$ cat config.mk
export PLATFORM = sky130hd
export DESIGN_NAME = ssiq_cell
export DESIGN_NICKNAME = d
export VERILOG_FILES = /design/src/rtl/ssiq_pkg.sv /design/src/rtl/ssiq_cell.sv
export SDC_FILE = /design/constraint.sdc
export NUM_CORES = 1
export LEC_CHECK = 0
export BUFFER_PORTS_ARGS = -buffer_cell sky130_fd_sc_hd__buf_2
export CAP_MARGIN = 40
export CORE_AREA = 5 5 79 111
export CTS_CLUSTER_SIZE = 20
export DETAILED_ROUTE_END_ITERATION = 16
export DIE_AREA = 0 0 84 116
export PLACE_DENSITY = 0.78
export RECOVER_POWER = 25
export SLEW_MARGIN = 40
export SYNTH_ARGS = -nofsm -noshare
export SYNTH_HDL_FRONTEND = slang
export SYNTH_SLANG_ARGS = --single-unit
$ cat constraint.sdc
create_clock -name clk -period 7.3 [get_ports clk]
set_input_delay 2.19 -clock clk [delete_from_list [all_inputs] [get_ports clk]]
set_output_delay 2.19 -clock clk [all_outputs]
set_load 0.02 [all_outputs]
$ cat src/rtl/ssiq_pkg.sv
`timescale 1ns / 1ps
// ----------------------------------------------------------------------------
// ssiq_pkg: shared types and constants of the sorted insert queue
// Field widths, parameter defaults, op codes and the per-cycle cell command.
// ----------------------------------------------------------------------------
package ssiq_pkg;

  localparam int DEPTH_DEFAULT       = 256;
  localparam int COUNT_WIDTH_DEFAULT = 32;

  localparam int SYMBOL_W   = 8;
  localparam int IN_COUNT_W = 32;
  localparam int FILL_W     = 9;

  typedef enum logic [1:0] {
    OP_INSERT = 2'd0,
    OP_POP    = 2'd1,
    OP_CLEAR  = 2'd2
  } op_t;

  // broadcast to every cell; at most one bit is set in a cycle
  typedef struct packed {
    logic ins;
    logic pop;
    logic clr;
  } ssiq_cmd_t;

endpackage

$ cat src/rtl/ssiq_cell.sv
`timescale 1ns / 1ps
// ----------------------------------------------------------------------------
// ssiq_cell: one slot of the sorted queue
// Holds one entry, compares it with the broadcast insert count and takes the
// new entry, its left neighbor's entry (insert shift) or its right
// neighbor's entry (pop shift).
// ----------------------------------------------------------------------------
module ssiq_cell #(
  parameter int CW = ssiq_pkg::COUNT_WIDTH_DEFAULT
) (
  input  logic                          clk,
  input  logic                          rst,
  input  ssiq_pkg::ssiq_cmd_t           cmd,
  input  logic [ssiq_pkg::SYMBOL_W-1:0] new_sym,
  input  logic [CW-1:0]                 new_cnt,
  input  logic                          prev_valid,
  input  logic                          prev_gt,
  input  logic [ssiq_pkg::SYMBOL_W-1:0] prev_sym,
  input  logic [CW-1:0]                 prev_cnt,
  input  logic                          next_valid,
  input  logic [ssiq_pkg::SYMBOL_W-1:0] next_sym,
  input  logic [CW-1:0]                 next_cnt,
  output logic                          valid,
  output logic                          gt,
  output logic [ssiq_pkg::SYMBOL_W-1:0] sym,
  output logic [CW-1:0]                 cnt
);
  import ssiq_pkg::*;

  logic ins_here;

  // entry is strictly larger: new one goes in front of it (and behind ties)
  assign gt = valid && (cnt > new_cnt);
  // first slot that is larger or empty, with the left slot kept in place
  assign ins_here = (gt || !valid) && prev_valid && !prev_gt;

  always_ff @(posedge clk) begin
    if (rst) begin
      valid <= 1'b0;
    end else if (cmd.clr) begin
      valid <= 1'b0;
    end else if (cmd.ins) begin
      if (ins_here) begin
        valid <= 1'b1;
      end else if (prev_gt) begin
        valid <= prev_valid;
      end
    end else if (cmd.pop) begin
      valid <= next_valid;
    end
  end

  always_ff @(posedge clk) begin
    if (cmd.ins) begin
      if (ins_here) begin
        sym <= new_sym;
        cnt <= new_cnt;
      end else if (prev_gt) begin
        sym <= prev_sym;
        cnt <= prev_cnt;
      end
    end else if (cmd.pop) begin
      sym <= next_sym;
      cnt <= next_cnt;
    end
  end

endmodule

==> results of run 1 <==
-- per-layer routing --
layer	up-vias	share of wire [%]	global-route usage, %
met5	-	0	0
met4	0	2.3	8.48
met3	18	6.6	4.77
met2	108	56	40.3
met1	1645	36	21.4
li1	1671	-	-
-- metrics by stage --
| step | instance area (um2) | power [uW] | setup slack [ns] | cells |
|---|---|---|---|---|
| detailed placement | 4440 | 538 | 1.15 | 602 |
| CTS | 4550 | 733 | 1.14 | 610 |
| floorplan | 3580 | 453 | 1.21 | 359 |
| finish | 4520 | 720 | 1.15 | 610 |
| global route | 4520 | 762 | 1.01 | 610 |
| global placement | 4430 | 530 | 1.19 | 602 |
-- synthesized netlist by cell type, types with 2 or more instances --
cell type / instances
nand4_1: 5
inv_1: 75
nor2_1: 3
nand3_1: 3
clkbuf_1: 20
o21ai_0: 4
a21o_1: 2
ha_1: 32
a21oi_1: 13
buf_2: 6
edfxtp_1: 40
o221ai_2: 40
a2111oi_0: 2
and4_1: 2
nor2b_1: 2
nand2_1: 48
o2111ai_1: 40
buf_12: 4
-- sequential cells by signal, indices dropped and copies added (netlist names) --
| register | cells |
|---|---|
| cnt | 32 |
| valid | 1 |
| sym | 8 |
-- power by group --
| part | internal [uW] | leakage (uW) | switching (uW) | total, uW |
|---|---|---|---|---|
| combinational | 88.3 | 0.00163 | 136 | 224 |
| clock | 112 | 0.0000585 | 82.2 | 194 |
| sequential | 289 | 0.000414 | 12.9 | 302 |
| total | 489 | 0.00210 | 231 | 720 |
-- cell families after synthesis --
kind of cell / Yosys count
compound gates: 113
fa+ha+maj: 32
buf+inv: 106
flops: 41
simple gates: 67
-- worst min-delay path by stage --
stage                     start     to  slack [ns]
after floorplan           valid  valid        0.64
after global placement    valid  valid        0.62
after detailed placement  valid  valid        0.63
after CTS                 valid  valid        0.64
after global routing      valid  valid        0.66
final                     valid  valid        0.65
-- cell type report --
type / count / area [um2] / area share [%]
inverter: 75 / 282 / 6.23
sequential: 41 / 1220 / 27.0
clock inverter: 1 / 30.0 / 0.665
multi-input combinational: 212 / 1920 / 42.5
tap: 100 / 125 / 2.77
timing repair buffer: 174 / 852 / 18.9
clock buffer: 7 / 86.3 / 1.91
==> flow_summary.toml, run 1 <==
[critical_path]
regToRegEndpoint = "cnt[17]"
criticalPathCategory = "input port to primary output"
crit_chain = "buf_2 -> inv_1 -> ha_1 -> nand4_1 -> or3_4 -> nor2_2 -> o41a_2 -> o211a_1 -> buf_2"
start_kind = "input port"
r2r-start = "cnt[30]"
path_delay_family = "simple AND/OR/NAND/NOR gates"
slowest_delay_ns = 0.43
reg2reg_slack_ns = 3.50
cp.required_ns = 5.11
cp-end-kind = "primary output"
crit_path_max_fanout = 3
crit_path_frequent_cell = "buf_2"
timing.critical_path.depth = 9
rr_worst_depth = 9
crit_buf_inv = 3
crit_path_end = "gt"
arrival_ns = 3.96
cp_slowest_cell = "or3_4"
crit_start = "new_cnt[30]"

[logic_synthesis]
synthCells = 359
synth_simple_gate_area_share_pct = 8.36
yosys.area.top_type_share_pct = 33.6
synth_top_cell_by_area = "edfxtp_1"
synth_mux_area_share_pct = 0
synth_edf_count = 40
yosys-top-cells-area = "edfxtp_1 (34%), o221ai_2 (17%), ha_1 (11%), o2111ai_1 (9.8%), inv_1 (7.9%)"
synth_top_family_by_area = "compound AO/OA/AOI/OAI gates"
syn_area_um2 = 3580
synth_xor_xnor_area_share_pct = 0
synth-async-reset-ratio_pct = 0
yosysWarnings = 0
ys_ff_latch = 41
ys_types = 36
yosysSeqAreaShare_pct = 34.1
syn_avg_cell_area_um2 = 9.96
synth_compound_area_share_pct = 32.9
synth_nets = 519
synth_fa_ha_area_share_pct = 11.2
synth-main-ff-cell = "edfxtp_1"

[route]
drc = 0
drt_iter0_drc = 179
drt-wirelength-per-cell_um = 16.9
viasPerCell = 5.64
dr.pass1.iters = 4
ant_nets = 0
wl_um = 10300
vias = 3442

[placement]
place.port_buffers = 169
dpl.hpwl_um = 7740
gp_congestion = 0.810

[grt]
grt_pass1_wl_um = 16200
grt.overflow.total = 0
grt_pass1_vias = 3542
grt_max_degree = 84
grt_util_all_layers_pct = 20.8
antenna_found_initial = 0

[die]
core_area_um2 = 7610
rows = 38
io_pins = 170
die_w_um = 84
die_h_um = 116
die_area_um2 = 9740
start_util_pct = 47.0

[power_and_ir_drop]
powerDensity_nw_per_um2 = 159
p_leak_uw = 0.00210
vdd_drop_max_mv = 0.0902

[timing]
hold_viol = 0
rsz0062_at_grt = "false"
worst-slew-pin-transition_ns = 0.791
min_period_ns = 6.15
fmax_ghz = 0.163
period_share_pct = 84.3
slew_headroom_pct = 47.3
skew_ns = 0.00975
fin_tns_setup_ns = 0
slew_viol_final = 0
setup_viol = 0
hold_ws_ns = 0.648

[finish]
final_core_util_pct = 59.4
num-nets-final = 669
synthToLayoutAreaGrowth_pct = 26.3
fill_cells = 694
n_antenna_cell = 0
layout_common_cells = "buf_2 (138), inv_1 (75), nand2_1 (48)"
drive_gt1_share_pct = 38.8
layout_commonest_cell = "buf_2"

[job]
drv_cap = 0

[clock_tree]
post-cts-setup-buffers = 0
htree_levels = 2
cts_hold_buf = 0
cts_root_buffer = "clkbuf_8"
cts_resized = 0
clk_pin_slew_ns = 0.08
clockBufferDepth = 2
clk-insertion-delay-late_ns = 0.30
cts_made_buffers = 5
numClockSinks = 41
cts_tree = "done"

[status]
outcome = "completed"

[min_path]
min_path_cells = 1
min_path_type = "flip-flop to flip-flop"
Power figures use the tool's default switching activity.
==> run 2: changes to the inputs <==
ABC_AREA = 1   (was default)
CORE_AREA = 5 5 76 106   (was 5 5 79 111)
DIE_AREA = 0 0 81 111   (was 0 0 84 116)
PLACE_DENSITY = 0.76   (was 0.78)
clock period = 5.7 ns   (was 7.3 ns; I/O delays follow)
==> flow_summary.toml, run 2 <==
[finish]
num-nets-final = 706
largest_reg_flops = 32
drive_gt1_share_pct = 28.2
synthToLayoutAreaGrowth_pct = 32.1
layout_common_cells = "buf_2 (139), nand2_1 (83), o21ai_1 (80)"
layout_commonest_cell = "buf_2"
finalNonFillerCells = 642
top_register = "cnt"
n_antenna_cell = 0
design_area_um2 = 4020
top_regs = "cnt x32, sym x8, valid x1"

[die]
io_pins = 170
die_w_um = 81
die_area_um2 = 8990
core_area_um2 = 6940
die_h_um = 111
start_util_pct = 43.8
rows = 36

[clock_tree]
clk_pin_slew_ns = 0.08
clk-insertion-delay-late_ns = 0.30
cts_made_buffers = 5
cts_tree = "done"
clockBufferDepth = 2
htree_levels = 2
post-cts-setup-buffers = 0
cts_root_buffer = "clkbuf_8"
cts_hold_buf = 0
cts_resized = 0
numClockSinks = 41

[critical_path]
cp-end-kind = "primary output"
start_kind = "input port"
arrival_ns = 3.13
crit_buf_inv = 3
path_delay_family = "simple AND/OR/NAND/NOR gates"
crit_chain = "buf_2 -> inv_1 -> ha_1 -> nand2_1 -> nor2_1 -> nand4_1 -> nor2_1 -> nand2_1 -> nand2_1 -> nand2_2 -> nor2_1 -> buf_2"
criticalPathCategory = "input port to primary output"
cp_slowest_cell = "ha_1"
slowest_delay_ns = 0.28
crit_path_max_fanout = 2
cp.required_ns = 3.99

[job]
drv_cap = 0

[status]
outcome = "completed"

[timing]
setup_viol = 0
rsz0062_at_grt = "false"
fmax_ghz = 0.207
hold_viol = 0
min_period_ns = 4.84
skew_ns = 0.0130
worst-slew-pin-transition_ns = 0.759
fin_tns_setup_ns = 0
slew_viol_final = 0
period_share_pct = 84.9
slew_headroom_pct = 49.4

[logic_synthesis]
yosysWarnings = 0
syn_avg_cell_area_um2 = 7.90
synth_top_cell_by_area = "edfxtp_1"
yosysSeqAreaShare_pct = 40.2
synthCells = 385
syn_area_um2 = 3040
synth_edf_count = 40
synth-main-ff-cell = "edfxtp_1"
synth_nets = 545
ys_types = 19
yosys.area.top_type_share_pct = 39.5
yosysMostFrequentCell = "nand2_1"
netlist_top_cells_count = "nand2_1 (83), o21ai_1 (80), a21oi_1 (53), inv_1 (44), edfxtp_1 (40)"
yosys-top-cells-area = "edfxtp_1 (40%), ha_1 (13%), o21ai_1 (13%), nand2_1 (10%), a21oi_1 (8.7%)"
synth-async-reset-ratio_pct = 0
ys_ff_latch = 41

[route]
dr.pass1.iters = 6
drt-wirelength-per-cell_um = 14.5
viasPerCell = 5.03
wl_um = 9280
vias = 3232
ant_nets = 0
drt_iter0_drc = 150
drc = 0

[placement]
place.port_buffers = 169
dp.cells = 633
gp_congestion = 0.815
dpl-instance-area_um2 = 3940
dpl.hpwl_um = 6950

[power_and_ir_drop]
powerDensity_nw_per_um2 = 221
vdd_drop_max_mv = 0.137
p_leak_uw = 0.00200

[grt]
grt.overflow.total = 0
antenna_found_initial = 0
grt_max_degree = 43
grt_pass1_wl_um = 14500
grt_pass1_vias = 3221
grt_util_all_layers_pct = 20.5

[min_path]
min_path_type = "flip-flop to flip-flop"
-- run 2: cell count changes after synthesis, moves of 4 or more --
cell	delta
buf_12	-4
o221ai_2	-40
clkbuf_1	-8
nor2_1	+16
buf_2	-6
a21oi_1	+40
inv_1	-31
buf_4	+4
o2111ai_1	-40
o21ai_1	+79
nand2_1	+35
-- run 2: cell type report --
cell class	instances	area, um2
clock buffer	6	72.6
clock inverter	2	33.8
fill	698	2920
inverter	45	169
multi-input combinational	279	1540
sequential	41	1220
tap	95	119
timing repair buffer	174	862
-- run 2: metrics by stage --
step	utilization [%]	power [uW]	worst slack, ns	hold WS (ns)
floorplan	-	558	1.13	0.650
global placement	56.7	659	0.841	0.603
detailed placement	56.7	667	0.835	0.607
CTS	58.3	901	0.824	0.622
global route	57.9	940	0.614	0.668
finish	57.9	886	0.860	0.611
-- run 2: report_power, final --
group / internal [uW] / switching (uW) / leakage, uW
Combinational: 103 / 163 / 0.00153
Sequential: 370 / 15.7 / 0.000411
Clock: 130 / 104 / 0.0000528
Total: 603 / 283 / 0.00200
-- run 2: kinds of logic (layout without fill, tap and decap cells) --
family                     after synthesis  in the layout  share of synthesized area [%]
AOI/OAI and AO/OA                      138            138                           22.9
DFF                                     41             41                           40.2
adders and majority gates               32             32                           13.2
buffers and inverters                   65            227                           9.51
and+or+nand+nor                        109            109                           14.3
-- run 2: worst min-delay path: cells and delay by family, from the launching register on --
family,cells,cell delay (ns)
buffers and inverters,1,0.09
flip-flops,1,0.35
AND/OR/NAND/NOR,3,0.14
-- run 2: worst paths after layout --
kind / start / to / slack, ns / depth (start not counted)
max: new_cnt[23] / gt / 0.86 / 12
max reg2reg: cnt[5] / sym[4] / 2.74 / 17
min: valid / valid / 0.61 / 4
min reg2reg: valid / valid / 0.61 / 4
-- run 2: layer usage --
| metal | global-route usage, % | share of wire, % | vias to the layer above |
|---|---|---|---|
| met4 | 6.65 | 2.0 | 0 |
| met5 | 0 | 0 | - |
| met1 | 23.7 | 40 | 1474 |
| met3 | 3.33 | 5.9 | 15 |
| met2 | 37.2 | 53 | 110 |
| li1 | - | - | 1633 |
